==> config.mk <==
export PLATFORM = sky130hd
export DESIGN_NAME = modular_arithmetic_unit
export DESIGN_NICKNAME = d
export VERILOG_FILES = /design/src/sv/mau_pkg.sv /design/src/sv/mau_mulmod.sv /design/src/sv/modular_arithmetic_unit.sv
export SDC_FILE = /design/constraint.sdc
export NUM_CORES = 2
export LEC_CHECK = 0
export BUFFER_PORTS_ARGS = -buffer_cell sky130_fd_sc_hd__buf_2
export CAP_MARGIN = 20
export CORE_AREA = 4 4 425 427
export CTS_CLUSTER_SIZE = 40
export DETAILED_ROUTE_END_ITERATION = 7
export DIE_AREA = 0 0 429 431
export PLACE_DENSITY = 0.49
export SYNTH_ARGS = -nofsm -noshare
export SYNTH_HDL_FRONTEND = slang
export SYNTH_SLANG_ARGS = --single-unit
export TNS_END_PERCENT = 50
==> constraint.sdc <==
create_clock -name i_clk -period 9.95 [get_ports i_clk]
set_input_delay 1.4925 -clock i_clk [delete_from_list [all_inputs] [get_ports i_clk]]
set_output_delay 1.4925 -clock i_clk [all_outputs]
set_load 0.05 [all_outputs]
==> src/sv/mau_pkg.sv <==
`timescale 1ns / 1ps
// ----------------------------------------------------------------------------
// Modular arithmetic unit package
// Shared constants, stream layout, command codes and sequencer state types.
// ----------------------------------------------------------------------------
package mau_pkg;

    // Default modulus, the prime 1e9 + 7.
    localparam int unsigned DEFAULT_MODULUS = 32'd1000000007;

    // Field widths of one input item and one result item.
    localparam int CMD_W  = 3;
    localparam int OPND_W = 30;
    localparam int EXP_W  = 63;
    localparam int RES_W  = 30;

    // Input tdata layout, lowest field first.
    localparam int IN_CMD_LSB = 0;
    localparam int IN_A_LSB   = IN_CMD_LSB + CMD_W;
    localparam int IN_B_LSB   = IN_A_LSB + OPND_W;
    localparam int IN_EXP_LSB = IN_B_LSB + OPND_W;
    localparam int IN_USED_W  = IN_EXP_LSB + EXP_W;
    localparam int IN_TDATA_W = ((IN_USED_W + 7) / 8) * 8;

    // Output tdata layout, lowest field first.
    localparam int OUT_RES_LSB = 0;
    localparam int OUT_EQ_BIT  = OUT_RES_LSB + RES_W;
    localparam int OUT_USED_W  = OUT_EQ_BIT + 1;
    localparam int OUT_TDATA_W = ((OUT_USED_W + 7) / 8) * 8;

    typedef enum logic [CMD_W-1:0] {
        CMD_ADD = 3'd0,
        CMD_SUB = 3'd1,
        CMD_MUL = 3'd2,
        CMD_DIV = 3'd3,
        CMD_POW = 3'd4,
        CMD_INV = 3'd5
    } t_cmd;

    // Top level sequencer.
    typedef enum logic [2:0] {
        ST_IDLE,
        ST_EXEC,
        ST_POW_CHECK,
        ST_POW_ACC,
        ST_POW_SQ,
        ST_MUL_WAIT,
        ST_OUT
    } t_state;

    // Modular multiplier sequencer.
    typedef enum logic [2:0] {
        MM_IDLE,
        MM_QUOT,
        MM_QMUL,
        MM_SUB,
        MM_FIX1,
        MM_FIX2
    } t_mm_state;

endpackage

==> src/sv/mau_mulmod.sv <==
`timescale 1ns / 1ps
// ----------------------------------------------------------------------------
// Modular multiplier
// Barrett reduction of x * y over one shared multiplier.
// ----------------------------------------------------------------------------
module mau_mulmod #(
    parameter int unsigned MODULUS = mau_pkg::DEFAULT_MODULUS,
    localparam int RW = $clog2(64'(MODULUS) + 64'd1)
) (
    input  logic          i_clk,
    input  logic          i_rst_n,
    input  logic          i_start,
    input  logic [RW-1:0] i_x,
    input  logic [RW-1:0] i_y,
    output logic          o_done,
    output logic [RW-1:0] o_z
);

    localparam int MW = RW + 2;
    localparam logic [63:0] MU_FULL = (64'd1 << (2 * RW)) / 64'(MODULUS);
    localparam logic [MW-1:0] MU    = MW'(MU_FULL);
    localparam logic [MW-1:0] MOD_E = MW'(MODULUS);

    mau_pkg::t_mm_state r_state, n_state;
    logic [2*MW-1:0]    r_mp, n_mp;
    logic [MW-1:0]      r_plo, n_plo;
    logic [MW-1:0]      r_r, n_r;

    logic [MW-1:0]      w_ma, w_mb, w_fix;
    logic [2*MW-1:0]    w_mp;

    always_comb begin
        n_state = r_state;
        unique case (r_state)
            mau_pkg::MM_IDLE: begin
                if (i_start) begin
                    n_state = mau_pkg::MM_QUOT;
                end
            end
            mau_pkg::MM_QUOT: n_state = mau_pkg::MM_QMUL;
            mau_pkg::MM_QMUL: n_state = mau_pkg::MM_SUB;
            mau_pkg::MM_SUB:  n_state = mau_pkg::MM_FIX1;
            mau_pkg::MM_FIX1: n_state = mau_pkg::MM_FIX2;
            // A new product may start in the cycle that the previous one completes.
            mau_pkg::MM_FIX2: n_state = i_start ? mau_pkg::MM_QUOT : mau_pkg::MM_IDLE;
            default:          n_state = mau_pkg::MM_IDLE;
        endcase
    end

    // Operand selection of the shared multiplier and result correction.
    always_comb begin
        unique case (r_state)
            mau_pkg::MM_QUOT: begin
                w_ma = MW'(r_mp[2*RW-1:RW-1]);
                w_mb = MU;
            end
            mau_pkg::MM_QMUL: begin
                w_ma = r_mp[2*RW+2:RW+1];
                w_mb = MOD_E;
            end
            default: begin
                w_ma = MW'(i_x);
                w_mb = MW'(i_y);
            end
        endcase
        w_fix  = (r_r >= MOD_E) ? (r_r - MOD_E) : r_r;
        o_done = (r_state == mau_pkg::MM_FIX2);
        o_z    = RW'(w_fix);
    end

    assign w_mp = (2 * MW)'(w_ma) * (2 * MW)'(w_mb);

    always_comb begin
        n_mp  = r_mp;
        n_plo = r_plo;
        n_r   = r_r;
        unique case (r_state)
            mau_pkg::MM_IDLE: begin
                if (i_start) begin
                    n_mp = w_mp;
                end
            end
            mau_pkg::MM_QUOT: begin
                n_plo = r_mp[MW-1:0];
                n_mp  = w_mp;
            end
            mau_pkg::MM_QMUL: begin
                n_mp = w_mp;
            end
            // The estimate is short by at most two moduli, so the low bits suffice.
            mau_pkg::MM_SUB: begin
                n_r = r_plo - r_mp[MW-1:0];
            end
            mau_pkg::MM_FIX1: begin
                n_r = w_fix;
            end
            mau_pkg::MM_FIX2: begin
                if (i_start) begin
                    n_mp = w_mp;
                end
            end
            default: begin
            end
        endcase
    end

    always_ff @(posedge i_clk) begin
        if (!i_rst_n) begin
            r_state <= mau_pkg::MM_IDLE;
        end else begin
            r_state <= n_state;
        end
    end

    always_ff @(posedge i_clk) begin
        r_mp  <= n_mp;
        r_plo <= n_plo;
        r_r   <= n_r;
    end

endmodule

==> src/sv/modular_arithmetic_unit.sv <==
`timescale 1ns / 1ps
// ----------------------------------------------------------------------------
// Modular arithmetic unit
// Add, subtract, multiply, divide, power and inverse modulo a fixed prime.
// ----------------------------------------------------------------------------
// One item enters on the slave stream and one result leaves on the master
// stream. The unit works on one item at a time: it is ready only when idle,
// and a result is held on the master side until it is taken, so a stalled
// receiver simply holds the unit. Operands at or above the modulus are
// saturated to the modulus minus one on entry.
// Add and subtract are computed in the execute state and go straight to the
// output state; multiply waits in between for the modular multiplier.
// Power walks the exponent bits up to the highest set bit through one shared
// modular multiplier: a set bit multiplies the accumulator by the square,
// and every bit squares the square.
// Inverse is the power to the modulus minus two; divide adds one multiply
// on top of that.
// After a result is taken the unit is ready again in the next cycle.
// Reset returns the sequencer to idle and drops any pending result.
// ----------------------------------------------------------------------------
module modular_arithmetic_unit #(
    parameter int unsigned MODULUS = mau_pkg::DEFAULT_MODULUS
) (
    input  logic                            i_clk,
    input  logic                            i_rst_n,
    input  logic                            i_s_axis_tvalid,
    output logic                            o_s_axis_tready,
    // command [2:0], operand_a [32:3], operand_b [62:33], exponent [125:63]
    input  logic [mau_pkg::IN_TDATA_W-1:0]  i_s_axis_tdata,
    output logic                            o_m_axis_tvalid,
    input  logic                            i_m_axis_tready,
    // result [29:0], operands_equal [30]
    output logic [mau_pkg::OUT_TDATA_W-1:0] o_m_axis_tdata
);

    localparam int RW = $clog2(64'(MODULUS) + 64'd1);
    localparam logic [RW-1:0] MOD_MAX = RW'(MODULUS - 32'd1);
    localparam logic [RW:0]   MOD_W   = (RW + 1)'(MODULUS);
    localparam logic [RW-1:0] ONE     = RW'(1);
    localparam logic [mau_pkg::EXP_W-1:0] EXP_INV =
        mau_pkg::EXP_W'(MODULUS - 32'd2);

    mau_pkg::t_state             r_state, n_state;
    mau_pkg::t_cmd               r_cmd, n_cmd;
    logic [RW-1:0]               r_a, n_a;
    logic [RW-1:0]               r_b, n_b;
    logic                        r_eq, n_eq;
    logic [mau_pkg::EXP_W-1:0]   r_exp, n_exp;
    logic [RW-1:0]               r_acc, n_acc;
    logic [RW-1:0]               r_sq, n_sq;
    logic [RW-1:0]               r_res, n_res;

    logic                        w_accept;
    logic [31:0]                 w_a32, w_b32, w_res32;
    logic [RW-1:0]               w_a_sat, w_b_sat;
    logic [RW:0]                 w_sum, w_add, w_diff;
    logic                        w_exp_zero;

    logic                        mm_start, mm_done;
    logic [RW-1:0]               mm_x, mm_y, mm_z;

    mau_mulmod #(
        .MODULUS (MODULUS)
    ) u_mulmod (
        .i_clk   (i_clk),
        .i_rst_n (i_rst_n),
        .i_start (mm_start),
        .i_x     (mm_x),
        .i_y     (mm_y),
        .o_done  (mm_done),
        .o_z     (mm_z)
    );

    assign w_accept = i_s_axis_tvalid && o_s_axis_tready;

    assign w_a32   = 32'(i_s_axis_tdata[mau_pkg::IN_A_LSB +: mau_pkg::OPND_W]);
    assign w_b32   = 32'(i_s_axis_tdata[mau_pkg::IN_B_LSB +: mau_pkg::OPND_W]);
    assign w_a_sat = (w_a32 >= MODULUS) ? MOD_MAX : RW'(w_a32);
    assign w_b_sat = (w_b32 >= MODULUS) ? MOD_MAX : RW'(w_b32);

    assign w_sum  = {1'b0, r_a} + {1'b0, r_b};
    assign w_add  = (w_sum >= MOD_W) ? (w_sum - MOD_W) : w_sum;
    // Wraps when a < b; adding the modulus brings it back into range.
    assign w_diff = (r_a >= r_b) ? ({1'b0, r_a} - {1'b0, r_b})
                                 : ({1'b0, r_a} + MOD_W - {1'b0, r_b});

    assign w_exp_zero = (r_exp == '0);

    // Next state.
    always_comb begin
        n_state = r_state;
        unique case (r_state)
            mau_pkg::ST_IDLE: begin
                if (w_accept) begin
                    n_state = mau_pkg::ST_EXEC;
                end
            end
            mau_pkg::ST_EXEC: begin
                unique case (r_cmd)
                    mau_pkg::CMD_MUL: n_state = mau_pkg::ST_MUL_WAIT;
                    mau_pkg::CMD_DIV,
                    mau_pkg::CMD_POW,
                    mau_pkg::CMD_INV: n_state = mau_pkg::ST_POW_CHECK;
                    default:          n_state = mau_pkg::ST_OUT;
                endcase
            end
            mau_pkg::ST_POW_CHECK: begin
                priority if (w_exp_zero && (r_cmd == mau_pkg::CMD_DIV)) begin
                    n_state = mau_pkg::ST_MUL_WAIT;
                end else if (w_exp_zero) begin
                    n_state = mau_pkg::ST_OUT;
                end else if (r_exp[0]) begin
                    n_state = mau_pkg::ST_POW_ACC;
                end else begin
                    n_state = mau_pkg::ST_POW_SQ;
                end
            end
            mau_pkg::ST_POW_ACC: begin
                if (mm_done) begin
                    n_state = mau_pkg::ST_POW_SQ;
                end
            end
            mau_pkg::ST_POW_SQ: begin
                if (mm_done) begin
                    n_state = mau_pkg::ST_POW_CHECK;
                end
            end
            mau_pkg::ST_MUL_WAIT: begin
                if (mm_done) begin
                    n_state = mau_pkg::ST_OUT;
                end
            end
            mau_pkg::ST_OUT: begin
                if (i_m_axis_tready) begin
                    n_state = mau_pkg::ST_IDLE;
                end
            end
            default: n_state = mau_pkg::ST_IDLE;
        endcase
    end

    // Multiplier requests and handshake outputs.
    always_comb begin
        mm_start = 1'b0;
        mm_x     = r_sq;
        mm_y     = r_sq;
        unique case (r_state)
            mau_pkg::ST_EXEC: begin
                if (r_cmd == mau_pkg::CMD_MUL) begin
                    mm_start = 1'b1;
                    mm_x     = r_a;
                    mm_y     = r_b;
                end
            end
            mau_pkg::ST_POW_CHECK: begin
                priority if (w_exp_zero && (r_cmd == mau_pkg::CMD_DIV)) begin
                    // The accumulator now holds the inverse of operand_b.
                    mm_start = 1'b1;
                    mm_x     = r_a;
                    mm_y     = r_acc;
                end else if (!w_exp_zero) begin
                    mm_start = 1'b1;
                    mm_x     = r_exp[0] ? r_acc : r_sq;
                    mm_y     = r_sq;
                end else begin
                end
            end
            mau_pkg::ST_POW_ACC: begin
                mm_start = mm_done;
            end
            default: begin
            end
        endcase
        o_s_axis_tready = (r_state == mau_pkg::ST_IDLE);
        o_m_axis_tvalid = (r_state == mau_pkg::ST_OUT);
    end

    // Datapath next values.
    always_comb begin
        n_cmd = r_cmd;
        n_a   = r_a;
        n_b   = r_b;
        n_eq  = r_eq;
        n_exp = r_exp;
        n_acc = r_acc;
        n_sq  = r_sq;
        n_res = r_res;
        unique case (r_state)
            mau_pkg::ST_IDLE: begin
                if (w_accept) begin
                    n_cmd = mau_pkg::t_cmd'(
                        i_s_axis_tdata[mau_pkg::IN_CMD_LSB +: mau_pkg::CMD_W]);
                    n_a   = w_a_sat;
                    n_b   = w_b_sat;
                    n_eq  = (w_a_sat == w_b_sat);
                    n_exp = i_s_axis_tdata[mau_pkg::IN_EXP_LSB +: mau_pkg::EXP_W];
                end
            end
            mau_pkg::ST_EXEC: begin
                unique case (r_cmd)
                    mau_pkg::CMD_ADD: n_res = RW'(w_add);
                    mau_pkg::CMD_SUB: n_res = RW'(w_diff);
                    mau_pkg::CMD_MUL: begin
                    end
                    mau_pkg::CMD_DIV: begin
                        n_acc = ONE;
                        n_sq  = r_b;
                        n_exp = EXP_INV;
                    end
                    mau_pkg::CMD_POW: begin
                        n_acc = ONE;
                        n_sq  = r_a;
                    end
                    mau_pkg::CMD_INV: begin
                        n_acc = ONE;
                        n_sq  = r_a;
                        n_exp = EXP_INV;
                    end
                    default: n_res = '0;
                endcase
            end
            mau_pkg::ST_POW_CHECK: begin
                if (w_exp_zero) begin
                    n_res = r_acc;
                end
            end
            mau_pkg::ST_POW_ACC: begin
                if (mm_done) begin
                    n_acc = mm_z;
                end
            end
            mau_pkg::ST_POW_SQ: begin
                if (mm_done) begin
                    n_sq  = mm_z;
                    n_exp = r_exp >> 1;
                end
            end
            mau_pkg::ST_MUL_WAIT: begin
                if (mm_done) begin
                    n_res = mm_z;
                end
            end
            default: begin
            end
        endcase
    end

    always_ff @(posedge i_clk) begin
        if (!i_rst_n) begin
            r_state <= mau_pkg::ST_IDLE;
        end else begin
            r_state <= n_state;
        end
    end

    always_ff @(posedge i_clk) begin
        r_cmd <= n_cmd;
        r_a   <= n_a;
        r_b   <= n_b;
        r_eq  <= n_eq;
        r_exp <= n_exp;
        r_acc <= n_acc;
        r_sq  <= n_sq;
        r_res <= n_res;
    end

    assign w_res32 = 32'(r_res);

    always_comb begin
        o_m_axis_tdata = '0;
        o_m_axis_tdata[mau_pkg::OUT_RES_LSB +: mau_pkg::RES_W] =
            w_res32[mau_pkg::RES_W-1:0];
        o_m_axis_tdata[mau_pkg::OUT_EQ_BIT] = r_eq;
    end

endmodule

==> out/results.txt <==
Failing checks - DRC, setup timing
Cell Area, Synth - 0.0562 mm2
Height of the die - 431 um
Share of cells above drive strength 1 - 21.4%
Clock Latency Late Sink - 680 ps
DRC - 3
Tot GR Track Use - 25.1%
Grt ovf - 0
Crit path kind - flop to flop
Slowest cell on crit path - fa_1
Final Core Density - 40.1%
Hold_buf cts - 0
Slew Limit Fails - 0
Vias - 49700
FMAX - 93.7 MHz
Hold WC Path Type - flop to flop
Post-synth EDFFs - 344
CTS tree - done
Drt pass-1 iters - 8
Most used DFF post-synth - edfxtp_1
Worst R2R Setup Slack - -720 ps
CP max FO - 6
Clk buf depth - 3
WP buf/inv - 11
Final ANT Viol Nets - 0
Average size of a mapped cell - 8.99 um2
Final hold viol count - 0
Leading area contributor after synthesis - fa_1
CP delay by family, top - adder cells
Reg clk slew, reported paths - 60 ps
# setup viols final - 20
Register area share after synthesis - 18.6%
Worst clock skew - 60.4 ps
Most common cell after layout, fill and taps aside - inv_1
Full die area - 0.185 mm2
Clock period minus worst slack - 10670 ps
Worst R2R Start - r_exp[40]$_DFFE_PP_
CP required - 10330 ps
Worst hold slack - 447 ps
Post-synth top area share - 31.5%
Clock sink count - 350
Largest stage delay, worst path - 560 ps
Yosys cell types - 96
Max_slew headroom - 23.5%
GP Congestion - 1.00
Initial Utilization - 31.9%
Worst Reg2Reg Path Length in Cells - 41
FP Rows - 154
DP Wirelength - 196000 um
Ranking of synthesized cells by area - fa_1, edfxtp_1, ha_1, inv_1, nand2_1
Yosys warnings - 0
Root Driver - clkbuf_16
Crit. End Element - flop
Largest net degree at the start of global routing - 102
Die Width - 429 um
H-tree depth - 2
Combined area of the multi-input logic cells - 0.0424 mm2
Period utilisation layout - 107%
RSZ-0062 raised after global routing - yes
Crit path depth - 41
Register bit total from synthesis - 350
Outcome - complete, but fails checks
IO Port Bufs - 162
Asr flop ratio synth - 0%
I/O pin count - 166
Initial antenna violation count - 4
Post-Syn Instances - 6259
Worst Tran Pin Value - 1140 ps
Starting DRT DRC Count - 4691
Wire length of the first global-routing pass - 346000 um
Vias in the first global route - 51100
Core area - 0.176 mm2
Setup slack after layout - -722 ps
CP startpoint - r_exp[40]$_DFFE_PP_
Max Cap Viol - 0
Startpoint types - flop
Area Overhead vs Synth - 25.6%
Drt wl/cell - 24.6 um
Most frequent cells in the layout - inv_1, fa_1, buf_4
Num CTS Buffers - 50
Net count, final - 8537
Most numerous cell on the critical path - fa_1
R2r endpoint - u_mulmod.r_mp[54]$_DFFE_PP_
Avg Vias per Cell - 5.22
Post-Route WL - 234000 um
Fillcell total - 17800
Setup Total Neg Slack - -8310 ps
Worst Path Arrival - 11050 ps
Register area - 0.0105 mm2
Worst setup endpoint - u_mulmod.r_mp[54]$_DFFE_PP_
-- kinds of logic after synthesis --
group	after synthesis	synth area share (%)
DFF	350	18.6
buffers and inverters	1358	9.19
muxes	36	0.650
xor gates and xnor gates	212	3.30
other	2	0.0134
adders and majority gates	1276	40.2
and+or+nand+nor	1993	15.6
AOI/OAI and AO/OA	1032	12.5
-- synth_stat cells (68+ instances only) --
cell	count
clkbuf_1	248
ha_1	391
a21o_1	68
and2_1	100
o21ai_0	193
nor2_1	704
edfxtp_1	344
xnor2_1	150
nand3_1	95
a21oi_1	258
fa_1	885
inv_1	1041
nand2_1	741
-- area by class of cell --
| cell class | count | share of cell area, % |
|---|---|---|
| diodes | 1 | 0.00354 |
| clock buffers | 62 | 1.89 |
| clock inverters | 32 | 0.466 |
| inverters | 1052 | 5.59 |
| multi-input cells | 4571 | 60.0 |
| flip-flops and latches | 350 | 14.8 |
| well taps | 2340 | 4.14 |
| repair buffers | 1104 | 13.1 |
-- worst min path at each step --
stage,start,to,depth (start not counted)
after global routing,u_mulmod.r_mp[9]$_DFFE_PP_,u_mulmod.r_plo[9]$_DFFE_PP_,0
final,u_mulmod.r_mp[9]$_DFFE_PP_,u_mulmod.r_plo[9]$_DFFE_PP_,0
after detailed placement,u_mulmod.r_mp[9]$_DFFE_PP_,u_mulmod.r_plo[9]$_DFFE_PP_,0
after floorplan,u_mulmod.r_mp[10]$_DFFE_PP_,u_mulmod.r_plo[10]$_DFFE_PP_,0
after global placement,u_mulmod.r_mp[8]$_DFFE_PP_,u_mulmod.r_plo[8]$_DFFE_PP_,0
after CTS,u_mulmod.r_mp[9]$_DFFE_PP_,u_mulmod.r_plo[9]$_DFFE_PP_,0
-- repair_timing --
action | 4_1_cts | 5_1_grt
setup endpoints to repair | 42 | 35
buffers inserted | 59 | 36
pin swaps | 113 | 107
cloned | 2 | 1
resized for setup | 235 | 159
-- sequential cells by signal (all words and copies together), names as in the netlist --
name / cells
u_mulmod.r_mp: 63
u_mulmod.r_state: 3
r_res: 30
r_exp: 63
r_b: 30
u_mulmod.r_r: 32
r_acc: 30
r_sq: 30
r_state: 3
r_a: 30
r_eq: 1
u_mulmod.r_plo: 32
r_cmd: 3
-- routing by layer --
metal / wire length [um] / global-route usage (%)
met5: 0 / 0
met4: 11600 / 9.89
met3: 18100 / 4.51
met2: 105000 / 39.8
met1: 99400 / 34.1
-- stage by stage --
stage | std cells | area (um2) | worst slack [ps]
2_1_floorplan | 6279 | 56400 | 1.02
3_5_place_dp | 9325 | 66400 | -2600
3_3_place_gp | 9323 | 66400 | -2600
4_1_cts | 9475 | 69600 | -753
5_1_grt | 9511 | 70700 | -1040
6_report | 9512 | 70700 | -722
Power is not shown: default switching activity piles up to over one toggle a cycle in this logic, so the estimate is an artifact.
